<file path="src/gclp_pkg.sv">
// Shared types and constants for the G-code line word parser.
`default_nettype none

package gclp_pkg;

    localparam int VALUE_WIDTH = 32;
    localparam int FRAC_DIGITS = 3;
    localparam int MAG_W       = VALUE_WIDTH - 1;
    localparam int FCNT_W      = (FRAC_DIGITS > 0) ? $clog2(FRAC_DIGITS + 1) : 1;
    localparam int NUM_WORDS   = 6;

    localparam logic [MAG_W-1:0] MAX_MAG = '1;

    localparam logic [7:0] CH_SEMI  = 8'h3B;
    localparam logic [7:0] CH_X     = 8'h58;
    localparam logic [7:0] CH_Y     = 8'h59;
    localparam logic [7:0] CH_Z     = 8'h5A;
    localparam logic [7:0] CH_I     = 8'h49;
    localparam logic [7:0] CH_J     = 8'h4A;
    localparam logic [7:0] CH_F     = 8'h46;
    localparam logic [7:0] CH_ZERO  = 8'd48;
    localparam logic [7:0] CH_NINE  = 8'd57;
    localparam logic [7:0] CH_MINUS = 8'h2D;
    localparam logic [7:0] CH_POINT = 8'h2E;
    localparam logic [7:0] CH_SPACE = 8'h20;

    localparam logic [7:0] POS_MAX  = 8'hFF;

    typedef enum logic [2:0] {
        K_OTHER,
        K_SEMI,
        K_WORD,
        K_SPACE,
        K_MINUS,
        K_POINT,
        K_DIGIT
    } t_kind;

    typedef struct packed {
        logic [7:0] char_code;
        logic       line_end;
    } t_in_item;

    typedef struct packed {
        t_kind      kind;
        logic [2:0] widx;
        logic [3:0] digit;
        logic       last;
        logic [7:0] letter;
        logic [6:0] number;
        logic       empty_line;
    } t_op;

    typedef struct packed {
        logic                  close;
        logic [2:0]            widx;
        logic [MAG_W-1:0]      mag;
        logic [FCNT_W-1:0]     pad;
        logic                  minus;
        logic                  last;
        logic [7:0]            letter;
        logic [6:0]            number;
        logic [NUM_WORDS-1:0]  mask;
        logic                  empty_line;
    } t_tok;

    typedef struct packed {
        logic [7:0]                    command_letter;
        logic [6:0]                    command_code;
        logic [5:0]                    present_mask;
        logic signed [VALUE_WIDTH-1:0] x_value;
        logic signed [VALUE_WIDTH-1:0] y_value;
        logic signed [VALUE_WIDTH-1:0] z_value;
        logic signed [VALUE_WIDTH-1:0] i_value;
        logic signed [VALUE_WIDTH-1:0] j_value;
        logic signed [VALUE_WIDTH-1:0] f_value;
        logic                          empty_line;
    } t_result;

endpackage

`default_nettype wire

</file>
<file path="src/gcode_line_word_parser.sv">
// Path: after its last character is taken, a line's result passes through the op queue,
//   the execute stage, one pad stage per fraction digit and the result queue.
// Throughput: one character per cycle while the op queue is not full; one result per line, held in a two-entry queue.
// The back end stalls only when a finished result finds the result queue full.
// Reset (synchronous, active low) empties both queues and clears all line state.
`default_nettype none

module gcode_line_word_parser (
    input  wire                i_clk,
    input  wire                i_rst_n,
    input  wire                push,
    input  gclp_pkg::t_in_item i_item,
    output logic               full,
    input  wire                pop,
    output logic               empty,
    output gclp_pkg::t_result  o_result
);
    import gclp_pkg::*;

    t_op  front_op;
    t_op  q_op;
    logic accept;
    logic q_empty;
    logic q_rd;

    assign accept = push && !full;

    gclp_front u_front (
        .i_clk    (i_clk),
        .i_rst_n  (i_rst_n),
        .i_accept (accept),
        .i_item   (i_item),
        .o_op     (front_op)
    );

    gclp_op_queue u_queue (
        .i_clk   (i_clk),
        .i_rst_n (i_rst_n),
        .i_wr    (accept),
        .i_op    (front_op),
        .o_full  (full),
        .i_rd    (q_rd),
        .o_empty (q_empty),
        .o_op    (q_op)
    );

    gclp_back u_back (
        .i_clk      (i_clk),
        .i_rst_n    (i_rst_n),
        .i_op_valid (!q_empty),
        .i_op       (q_op),
        .o_op_rd    (q_rd),
        .i_pop      (pop),
        .o_empty    (empty),
        .o_result   (o_result)
    );

    a_empty_line: assert property (@(posedge i_clk) disable iff (!i_rst_n)
        (!empty && o_result.empty_line) |->
            (o_result.command_letter == 8'd0 && o_result.present_mask == 6'd0))
        else $error("empty line carries a letter or words");

    a_number_range: assert property (@(posedge i_clk) disable iff (!i_rst_n)
        !empty |-> (o_result.command_code <= 7'd99))
        else $error("command number out of range");

    a_absent_x: assert property (@(posedge i_clk) disable iff (!i_rst_n)
        (!empty && !o_result.present_mask[0]) |-> (o_result.x_value == '0))
        else $error("absent X word has a nonzero value");

    a_absent_f: assert property (@(posedge i_clk) disable iff (!i_rst_n)
        (!empty && !o_result.present_mask[5]) |-> (o_result.f_value == '0))
        else $error("absent F word has a nonzero value");

endmodule

`default_nettype wire

</file>
<file path="src/gclp_front.sv">
// Front end: comment tracking, command letter/number capture and character classification.
`default_nettype none

module gclp_front (
    input  wire               i_clk,
    input  wire               i_rst_n,
    input  wire               i_accept,
    input  gclp_pkg::t_in_item i_item,
    output gclp_pkg::t_op     o_op
);
    import gclp_pkg::*;

    logic       r_in_comment, n_in_comment;
    logic [7:0] r_pos, n_pos;
    logic [7:0] r_letter, n_letter;
    logic [6:0] r_number, n_number;

    logic [7:0] c;
    logic       is_digit;
    logic [3:0] dval;
    t_op        op;

    always_comb begin
        c        = i_item.char_code;
        is_digit = c inside {[CH_ZERO:CH_NINE]};
        dval     = is_digit ? c[3:0] : 4'd0;

        n_in_comment = r_in_comment;
        n_pos        = r_pos;
        n_letter     = r_letter;
        n_number     = r_number;

        op       = '0;
        op.kind  = K_OTHER;
        op.digit = dval;

        if (!r_in_comment) begin
            if (c == CH_SEMI) begin
                op.kind      = K_SEMI;
                n_in_comment = 1'b1;
            end else begin
                if (r_pos == 8'd0) begin
                    n_letter = c;
                end else if (r_pos == 8'd1) begin
                    n_number = r_number + 7'(dval) * 7'd10;
                end else if (r_pos == 8'd2) begin
                    n_number = r_number + 7'(dval);
                end
                if (r_pos != POS_MAX) begin
                    n_pos = r_pos + 8'd1;
                end

                case (c)
                    CH_X: begin
                        op.kind = K_WORD;
                        op.widx = 3'd0;
                    end
                    CH_Y: begin
                        op.kind = K_WORD;
                        op.widx = 3'd1;
                    end
                    CH_Z: begin
                        op.kind = K_WORD;
                        op.widx = 3'd2;
                    end
                    CH_I: begin
                        op.kind = K_WORD;
                        op.widx = 3'd3;
                    end
                    CH_J: begin
                        op.kind = K_WORD;
                        op.widx = 3'd4;
                    end
                    CH_F: begin
                        op.kind = K_WORD;
                        op.widx = 3'd5;
                    end
                    CH_SPACE: op.kind = K_SPACE;
                    CH_MINUS: op.kind = K_MINUS;
                    CH_POINT: op.kind = K_POINT;
                    default: begin
                        if (is_digit) begin
                            op.kind = K_DIGIT;
                        end
                    end
                endcase
            end
        end

        op.last       = i_item.line_end;
        op.letter     = n_letter;
        op.number     = n_number;
        op.empty_line = (n_pos == 8'd0);
        o_op          = op;
    end

    always_ff @(posedge i_clk) begin
        if (!i_rst_n) begin
            r_in_comment <= 1'b0;
            r_pos        <= '0;
            r_letter     <= '0;
            r_number     <= '0;
        end else if (i_accept) begin
            if (i_item.line_end) begin
                // line done: start the next one clean
                r_in_comment <= 1'b0;
                r_pos        <= '0;
                r_letter     <= '0;
                r_number     <= '0;
            end else begin
                r_in_comment <= n_in_comment;
                r_pos        <= n_pos;
                r_letter     <= n_letter;
                r_number     <= n_number;
            end
        end
    end

endmodule

`default_nettype wire

</file>
<file path="src/gclp_op_queue.sv">
// Two-entry queue of classified characters between front and back end.
`default_nettype none

module gclp_op_queue (
    input  wire           i_clk,
    input  wire           i_rst_n,
    input  wire           i_wr,
    input  gclp_pkg::t_op i_op,
    output logic          o_full,
    input  wire           i_rd,
    output logic          o_empty,
    output gclp_pkg::t_op o_op
);
    import gclp_pkg::*;

    t_op        r_mem [0:1];
    logic       r_wp, r_rp;
    logic [1:0] r_cnt;
    logic       wr_en, rd_en;

    assign o_full  = (r_cnt == 2'd2);
    assign o_empty = (r_cnt == 2'd0);
    assign o_op    = r_mem[r_rp];
    assign wr_en   = i_wr && !o_full;
    assign rd_en   = i_rd && !o_empty;

    always_ff @(posedge i_clk) begin
        if (wr_en) begin
            r_mem[r_wp] <= i_op;
        end
    end

    always_ff @(posedge i_clk) begin
        if (!i_rst_n) begin
            r_wp  <= 1'b0;
            r_rp  <= 1'b0;
            r_cnt <= '0;
        end else begin
            if (wr_en) begin
                r_wp <= ~r_wp;
            end
            if (rd_en) begin
                r_rp <= ~r_rp;
            end
            case ({wr_en, rd_en})
                2'b10:   r_cnt <= r_cnt + 2'd1;
                2'b01:   r_cnt <= r_cnt - 2'd1;
                default: r_cnt <= r_cnt;
            endcase
        end
    end

endmodule

`default_nettype wire

</file>
<file path="src/gclp_back.sv">
// Back end: word state, value accumulation, fraction padding, value store and result queue.
`default_nettype none

module gclp_back (
    input  wire               i_clk,
    input  wire               i_rst_n,
    input  wire               i_op_valid,
    input  gclp_pkg::t_op     i_op,
    output logic              o_op_rd,
    input  wire               i_pop,
    output logic              o_empty,
    output gclp_pkg::t_result o_result
);
    import gclp_pkg::*;

    // min(10 * acc + d, MAX_MAG)
    function automatic logic [MAG_W-1:0] ten_plus(input logic [MAG_W-1:0] acc,
                                                  input logic [3:0] d);
        logic [MAG_W+3:0] s;
        s = ((MAG_W + 4)'(acc) << 3) + ((MAG_W + 4)'(acc) << 1) + (MAG_W + 4)'(d);
        return (s > (MAG_W + 4)'(MAX_MAG)) ? MAX_MAG : s[MAG_W-1:0];
    endfunction

    function automatic t_tok pad_step(input t_tok t);
        t_tok r;
        r = t;
        if (t.pad != '0) begin
            r.mag = ten_plus(t.mag, 4'd0);
            r.pad = t.pad - FCNT_W'(1);
        end
        return r;
    endfunction

    // execute-stage word state
    logic [NUM_WORDS-1:0] r_seen, a_seen;
    logic [2:0]           r_active, a_active;
    logic [MAG_W-1:0]     r_acc, a_acc;
    logic [FCNT_W-1:0]    r_fcnt, a_fcnt;
    logic                 r_after_pt, a_after_pt;
    logic                 r_minus, a_minus;

    // token pipeline: stage 0 from execute, then one stage per fraction digit
    logic r_tv  [0:FRAC_DIGITS];
    t_tok r_tok [0:FRAC_DIGITS];

    logic [VALUE_WIDTH-1:0] r_wv [0:NUM_WORDS-1];
    logic [VALUE_WIDTH-1:0] wv_m [0:NUM_WORDS-1];

    t_result    r_oq [0:1];
    logic       r_oq_wp, r_oq_rp;
    logic [1:0] r_oq_cnt;

    logic                   adv;
    logic                   close1;
    logic                   hit_new;
    t_tok                   tok;
    t_tok                   fin;
    logic                   fin_v;
    logic [VALUE_WIDTH-1:0] fin_value;
    t_result                res;
    logic                   oq_push, oq_pop;

    assign fin   = r_tok[FRAC_DIGITS];
    assign fin_v = r_tv[FRAC_DIGITS];

    // stall the whole back end only when a result has nowhere to go
    assign adv     = !(fin_v && fin.last && (r_oq_cnt == 2'd2));
    assign o_op_rd = adv && i_op_valid;

    always_comb begin
        a_seen     = r_seen;
        a_active   = r_active;
        a_acc      = r_acc;
        a_fcnt     = r_fcnt;
        a_after_pt = r_after_pt;
        a_minus    = r_minus;
        close1     = 1'b0;
        hit_new    = (i_op.kind == K_WORD) && !r_seen[i_op.widx];

        if (i_op.kind == K_SEMI) begin
            close1     = (r_active != 3'd0);
            a_active   = 3'd0;
            a_acc      = '0;
            a_fcnt     = '0;
            a_after_pt = 1'b0;
            a_minus    = 1'b0;
        end else if (hit_new) begin
            close1             = (r_active != 3'd0);
            a_active           = i_op.widx + 3'd1;
            a_seen[i_op.widx]  = 1'b1;
            a_acc              = '0;
            a_fcnt             = '0;
            a_after_pt         = 1'b0;
            a_minus            = 1'b0;
        end else if (r_active != 3'd0) begin
            case (i_op.kind)
                K_SPACE: begin
                    close1     = 1'b1;
                    a_active   = 3'd0;
                    a_acc      = '0;
                    a_fcnt     = '0;
                    a_after_pt = 1'b0;
                    a_minus    = 1'b0;
                end
                K_MINUS: a_minus    = 1'b1;
                K_POINT: a_after_pt = 1'b1;
                K_DIGIT: begin
                    if (!r_after_pt) begin
                        a_acc = ten_plus(r_acc, i_op.digit);
                    end else if (r_fcnt < FCNT_W'(FRAC_DIGITS)) begin
                        a_acc  = ten_plus(r_acc, i_op.digit);
                        a_fcnt = r_fcnt + FCNT_W'(1);
                    end
                end
                default: ;
            endcase
        end

        // a char closes at most one word with a nonzero effect: a word it just
        // opened is still zero when the line end closes it
        tok            = '0;
        tok.close      = close1 || (i_op.last && (a_active != 3'd0));
        if (close1) begin
            tok.widx  = r_active - 3'd1;
            tok.mag   = r_acc;
            tok.pad   = FCNT_W'(FRAC_DIGITS) - r_fcnt;
            tok.minus = r_minus;
        end else begin
            tok.widx  = a_active - 3'd1;
            tok.mag   = a_acc;
            tok.pad   = FCNT_W'(FRAC_DIGITS) - a_fcnt;
            tok.minus = a_minus;
        end
        tok.last       = i_op.last;
        tok.letter     = i_op.letter;
        tok.number     = i_op.number;
        tok.mask       = a_seen;
        tok.empty_line = i_op.empty_line;
    end

    always_ff @(posedge i_clk) begin
        if (!i_rst_n) begin
            r_seen     <= '0;
            r_active   <= '0;
            r_acc      <= '0;
            r_fcnt     <= '0;
            r_after_pt <= 1'b0;
            r_minus    <= 1'b0;
        end else if (adv) begin
            if (i_op_valid) begin
                if (i_op.last) begin
                    r_seen     <= '0;
                    r_active   <= '0;
                    r_acc      <= '0;
                    r_fcnt     <= '0;
                    r_after_pt <= 1'b0;
                    r_minus    <= 1'b0;
                end else begin
                    r_seen     <= a_seen;
                    r_active   <= a_active;
                    r_acc      <= a_acc;
                    r_fcnt     <= a_fcnt;
                    r_after_pt <= a_after_pt;
                    r_minus    <= a_minus;
                end
            end
        end
    end

    // scale missing fraction digits, one times-ten per stage
    always_ff @(posedge i_clk) begin
        if (!i_rst_n) begin
            for (int k = 0; k <= FRAC_DIGITS; k++) begin
                r_tv[k] <= 1'b0;
            end
        end else if (adv) begin
            r_tv[0] <= i_op_valid;
            for (int k = 1; k <= FRAC_DIGITS; k++) begin
                r_tv[k] <= r_tv[k-1];
            end
        end
    end

    always_ff @(posedge i_clk) begin
        if (adv) begin
            r_tok[0] <= tok;
            for (int k = 1; k <= FRAC_DIGITS; k++) begin
                r_tok[k] <= pad_step(r_tok[k-1]);
            end
        end
    end

    always_comb begin
        fin_value = fin.minus ? (VALUE_WIDTH'(0) - {1'b0, fin.mag}) : {1'b0, fin.mag};
        for (int k = 0; k < NUM_WORDS; k++) begin
            wv_m[k] = (fin.close && (fin.widx == 3'(k))) ? fin_value : r_wv[k];
        end
        res                = '0;
        res.command_letter = fin.letter;
        res.command_code   = fin.number;
        res.present_mask   = fin.mask;
        res.x_value        = wv_m[0];
        res.y_value        = wv_m[1];
        res.z_value        = wv_m[2];
        res.i_value        = wv_m[3];
        res.j_value        = wv_m[4];
        res.f_value        = wv_m[5];
        res.empty_line     = fin.empty_line;
    end

    always_ff @(posedge i_clk) begin
        if (!i_rst_n) begin
            for (int k = 0; k < NUM_WORDS; k++) begin
                r_wv[k] <= '0;
            end
        end else if (adv && fin_v) begin
            for (int k = 0; k < NUM_WORDS; k++) begin
                r_wv[k] <= fin.last ? '0 : wv_m[k];
            end
        end
    end

    assign oq_push  = adv && fin_v && fin.last;
    assign oq_pop   = i_pop && (r_oq_cnt != 2'd0);
    assign o_empty  = (r_oq_cnt == 2'd0);
    assign o_result = r_oq[r_oq_rp];

    always_ff @(posedge i_clk) begin
        if (oq_push) begin
            r_oq[r_oq_wp] <= res;
        end
    end

    always_ff @(posedge i_clk) begin
        if (!i_rst_n) begin
            r_oq_wp  <= 1'b0;
            r_oq_rp  <= 1'b0;
            r_oq_cnt <= '0;
        end else begin
            if (oq_push) begin
                r_oq_wp <= ~r_oq_wp;
            end
            if (oq_pop) begin
                r_oq_rp <= ~r_oq_rp;
            end
            case ({oq_push, oq_pop})
                2'b10:   r_oq_cnt <= r_oq_cnt + 2'd1;
                2'b01:   r_oq_cnt <= r_oq_cnt - 2'd1;
                default: r_oq_cnt <= r_oq_cnt;
            endcase
        end
    end

endmodule

`default_nettype wire

</file>
<file path="config.mk">
export PLATFORM = sky130hd
export DESIGN_NAME = gcode_line_word_parser
export DESIGN_NICKNAME = d
export VERILOG_FILES = /design/src/gclp_pkg.sv /design/src/gcode_line_word_parser.sv /design/src/gclp_front.sv /design/src/gclp_op_queue.sv /design/src/gclp_back.sv
export SDC_FILE = /design/constraint.sdc
export NUM_CORES = 2
export LEC_CHECK = 0
export ABC_AREA = 1
export ABC_CLOCK_PERIOD_IN_PS = 23000
export BUFFER_PORTS_ARGS = -buffer_cell sky130_fd_sc_hd__buf_2
export CAP_MARGIN = 15
export CELL_PAD_IN_SITES_DETAIL_PLACEMENT = 1
export CELL_PAD_IN_SITES_GLOBAL_PLACEMENT = 1
export CORE_UTILIZATION = 49
export DETAILED_ROUTE_END_ITERATION = 8
export PLACE_DENSITY_LB_ADDON = 0.05
export SLEW_MARGIN = 15
export SYNTH_ARGS = -nofsm -noshare
export SYNTH_HDL_FRONTEND = slang
export SYNTH_SLANG_ARGS = --single-unit
</file>
<file path="constraint.sdc">
create_clock -name i_clk -period 23 [get_ports i_clk]
set_input_delay 1.15 -clock i_clk [delete_from_list [all_inputs] [get_ports i_clk]]
set_output_delay 1.15 -clock i_clk [all_outputs]
set_load 0.03 [all_outputs]
</file>
==> flow_summary.toml <==
[route]
postRouteAntennaNets = 0
avgRoutedWirePerCell_um = 20.9
drc = 0
drt-pass1-iter-count = 5
top_layer = "met4"
met3_length_mm = 5.78
wirelength_mm = 140
wl_met2_mm = 71.6
avgViaCountPerCell = 5.44
drt-met1-wl_mm = 59.3
dr_total_vias = 36562
drt_iter0_markers = 2229

[clocking]
clk_latency_ps = 700
cts_buffers = 105
cts_tree = "done"
cts_resized = 0
cts_setup_buffers = 0
htreeDepth = 3
cts_sinks = 998
cts_buffer_depth = 3
cts.clk_slew.worst_paths_ps = 60
cts_root_buffer = "clkbuf_16"
cts_hold_buf = 0

[power_and_ir_drop]
clock_power_share_pct = 32.2
finalPower_mw = 5.35
cellInternalPower_mw = 3.63
leakage_nw = 24.5
power.density_nw_per_um2 = 94.1
combPwrFrac_pct = 23.2
switching_share_pct = 32.2
power_switching_mw = 1.72
ir_worst_vdd_v = 0.0000655
seqPwrFrac_pct = 44.6

[synthesis]
yosys_register_bits = 998
synthTopCellsByCount = "nand2_1 (1,065), edfxtp_1 (917), inv_1 (596)"
yosys.area_share.simple_pct = 17.2
yosysWarnings = 0
synth-xor-area-share_pct = 1.79
postSynthAreaPerCell_um2 = 10.0
seq_area_frac_synth_pct = 57.5
synthMuxAreaShare_pct = 5.30
synth.area.top_cells = "edfxtp_1 (54%), nand2_1 (7.9%), mux2_2 (5.2%)"
synthArstFlopShare_pct = 0
ys.flop_type = "edfxtp_1"
synth_top_family_by_area = "simple AND/OR/NAND/NOR gates"
synth-edff-count = 917
synthesis.area_um2 = 50700
yosysUniqueCellTypes = 58
yosysTopAreaCell = "edfxtp_1"
postSynthCellCount = 5057
synth-adder-area-share_pct = 4.49
synth_nets = 5247
yosysTopAreaCellShare_pct = 54.3
yosysMostFrequentCell = "nand2_1"
synth-compound-area-share_pct = 7.79

[timing]
fmax_mhz = 212
fin_ws_ps = 18280
finalCritPeriodShare_pct = 20.5
fin_crit_ps = 4720
worstMarginPinSlew_ps = 1120
maxSlewHeadroom_pct = 25.3
rsz0062_at_grt = "no"
setup_tns_ps = 0
fin_hold_ws_ps = 417
finClkSkew_ps = 44.5
drv_slew = 0
setup_viol = 0
hold_viol = 0

[worst_hold_path]
hold_path_class = "reg -> reg"

[critical_path]
worstPathArrival_ps = 3570
cp.required_ps = 21850
crit_type = "reg -> out"
cp-end-kind = "output pin"
crit_path_start_kind = "register"
path_max_fanout = 56

[final_layout]
layout.nets = 5451
fillers = 11330
drive_gt1_share_pct = 16.4
multi_input_area_um2 = 18700
regArea_um2 = 29200
area_growth_pct = 12.1

[floorplanning]
fp.dieW_um = 324
num_rows = 117
core_um2 = 102000
die_y_um = 324
num_io_pins = 229
dieArea_um2 = 105000
initial_core_util_pct = 49.6

[grt]
grt_start_max_net_pins = 142
grt_overflow = 0
antenna_found_initial = 2
grt_pass1_vias = 38077
grt.total_usage_pct = 26.8
grt_pass1_wl_mm = 217

[job]
max_cap_violations = 0

[place]
place_congestion = 0.862
io_buffers = 228
dp_hpwl_mm = 96.6
place_ws_ps = 18250

[run_status]
status = "completed"
[power by group through the flow]
stage	Sequential, mW	Clock [mW]	Combinational, mW
floorplan	2.37	0	0.867
global placement	2.41	0	1.21
detailed placement	2.42	0	1.25
CTS	2.38	1.76	1.26
global route	2.40	1.82	1.39
finish	2.38	1.72	1.24
[placed cells by master (no fill, tap or decap), drive strengths merged, types with 81 or more instances in the layout]
master  count
or2       150
mux2      236
a21oi     304
ha        169
edfxtp    917
nor2      499
dfxtp      81
nand2    1067
clkbuf    135
o21ai     257
buf       271
nand3     182
inv       610
[final timing paths]
kind / startpoint / to / slack (ps) / cells after the start
setup / recovery: register / o_result[16] / 18280 / 4
setup reg to reg: register / u_back.r_tok[0][34]$_DFFE_PN_ / 18720 / 21
hold / removal: u_back.r_tok[0][58]$_DFFE_PN_ / u_back.r_tok[1][58]$_DFFE_PN_ / 420 / 0
hold reg to reg: u_back.r_tok[0][58]$_DFFE_PN_ / u_back.r_tok[1][58]$_DFFE_PN_ / 420 / 0
[sequential cells by signal, indices dropped and copies added, names as in the netlist, 2 cells and up, named ones only]
register / cells
u_back.r_tv: 4
u_back.r_oq: 428
u_back.r_active: 3
u_back.r_seen: 6
u_back.r_acc: 31
u_queue.r_cnt: 2
u_front.r_letter: 8
u_front.r_number: 7
u_back.r_fcnt: 2
u_back.r_oq_cnt: 2
u_queue.r_mem: 54
u_back.r_tok: 242
u_back.r_wv: 192
u_front.r_pos: 8
[logic make-up after synthesis]
family,count (synthesis)
simple gates,2050
flops,998
buf+inv,782
compound gates,709
mux,239
fa+ha+maj,177
xor+xnor,102
[final cells by class]
| type | instances | share of cell area [%] |
|---|---|---|
| Sequential cell | 998 | 51.3 |
| Clock inverter | 56 | 1.10 |
| Timing Repair Buffer | 271 | 2.67 |
| Tap cell | 1368 | 3.01 |
| Multi-Input combinational cell | 3277 | 32.8 |
| Clock buffer | 135 | 5.05 |
| Antenna cell | 2 | 0.00881 |
| Inverter | 608 | 4.03 |
[layer usage]
metal	vias to the layer above	global-route usage, %
met5	-	0
met1	18068	33.3
met3	187	3.28
met2	734	48.6
met4	0	7.37
li1	17573	-
[critical path, cell delays in order (launching register included)]
cell	delay [ps]
dfxtp_4	790
buf_4	660
buf_4	680
mux2_2	440
buf_2	180
[metrics by stage]
step	cells	instance area, um^2	utilization, %
2_1_floorplan	5057	50700	-
3_3_place_gp	6520	53300	52.2
3_5_place_dp	6520	53300	52.2
4_1_cts	6711	56800	55.6
5_1_grt	6713	56800	55.6
6_report	6715	56800	55.6
No activity file was read; power rests on OpenSTA's default activity.
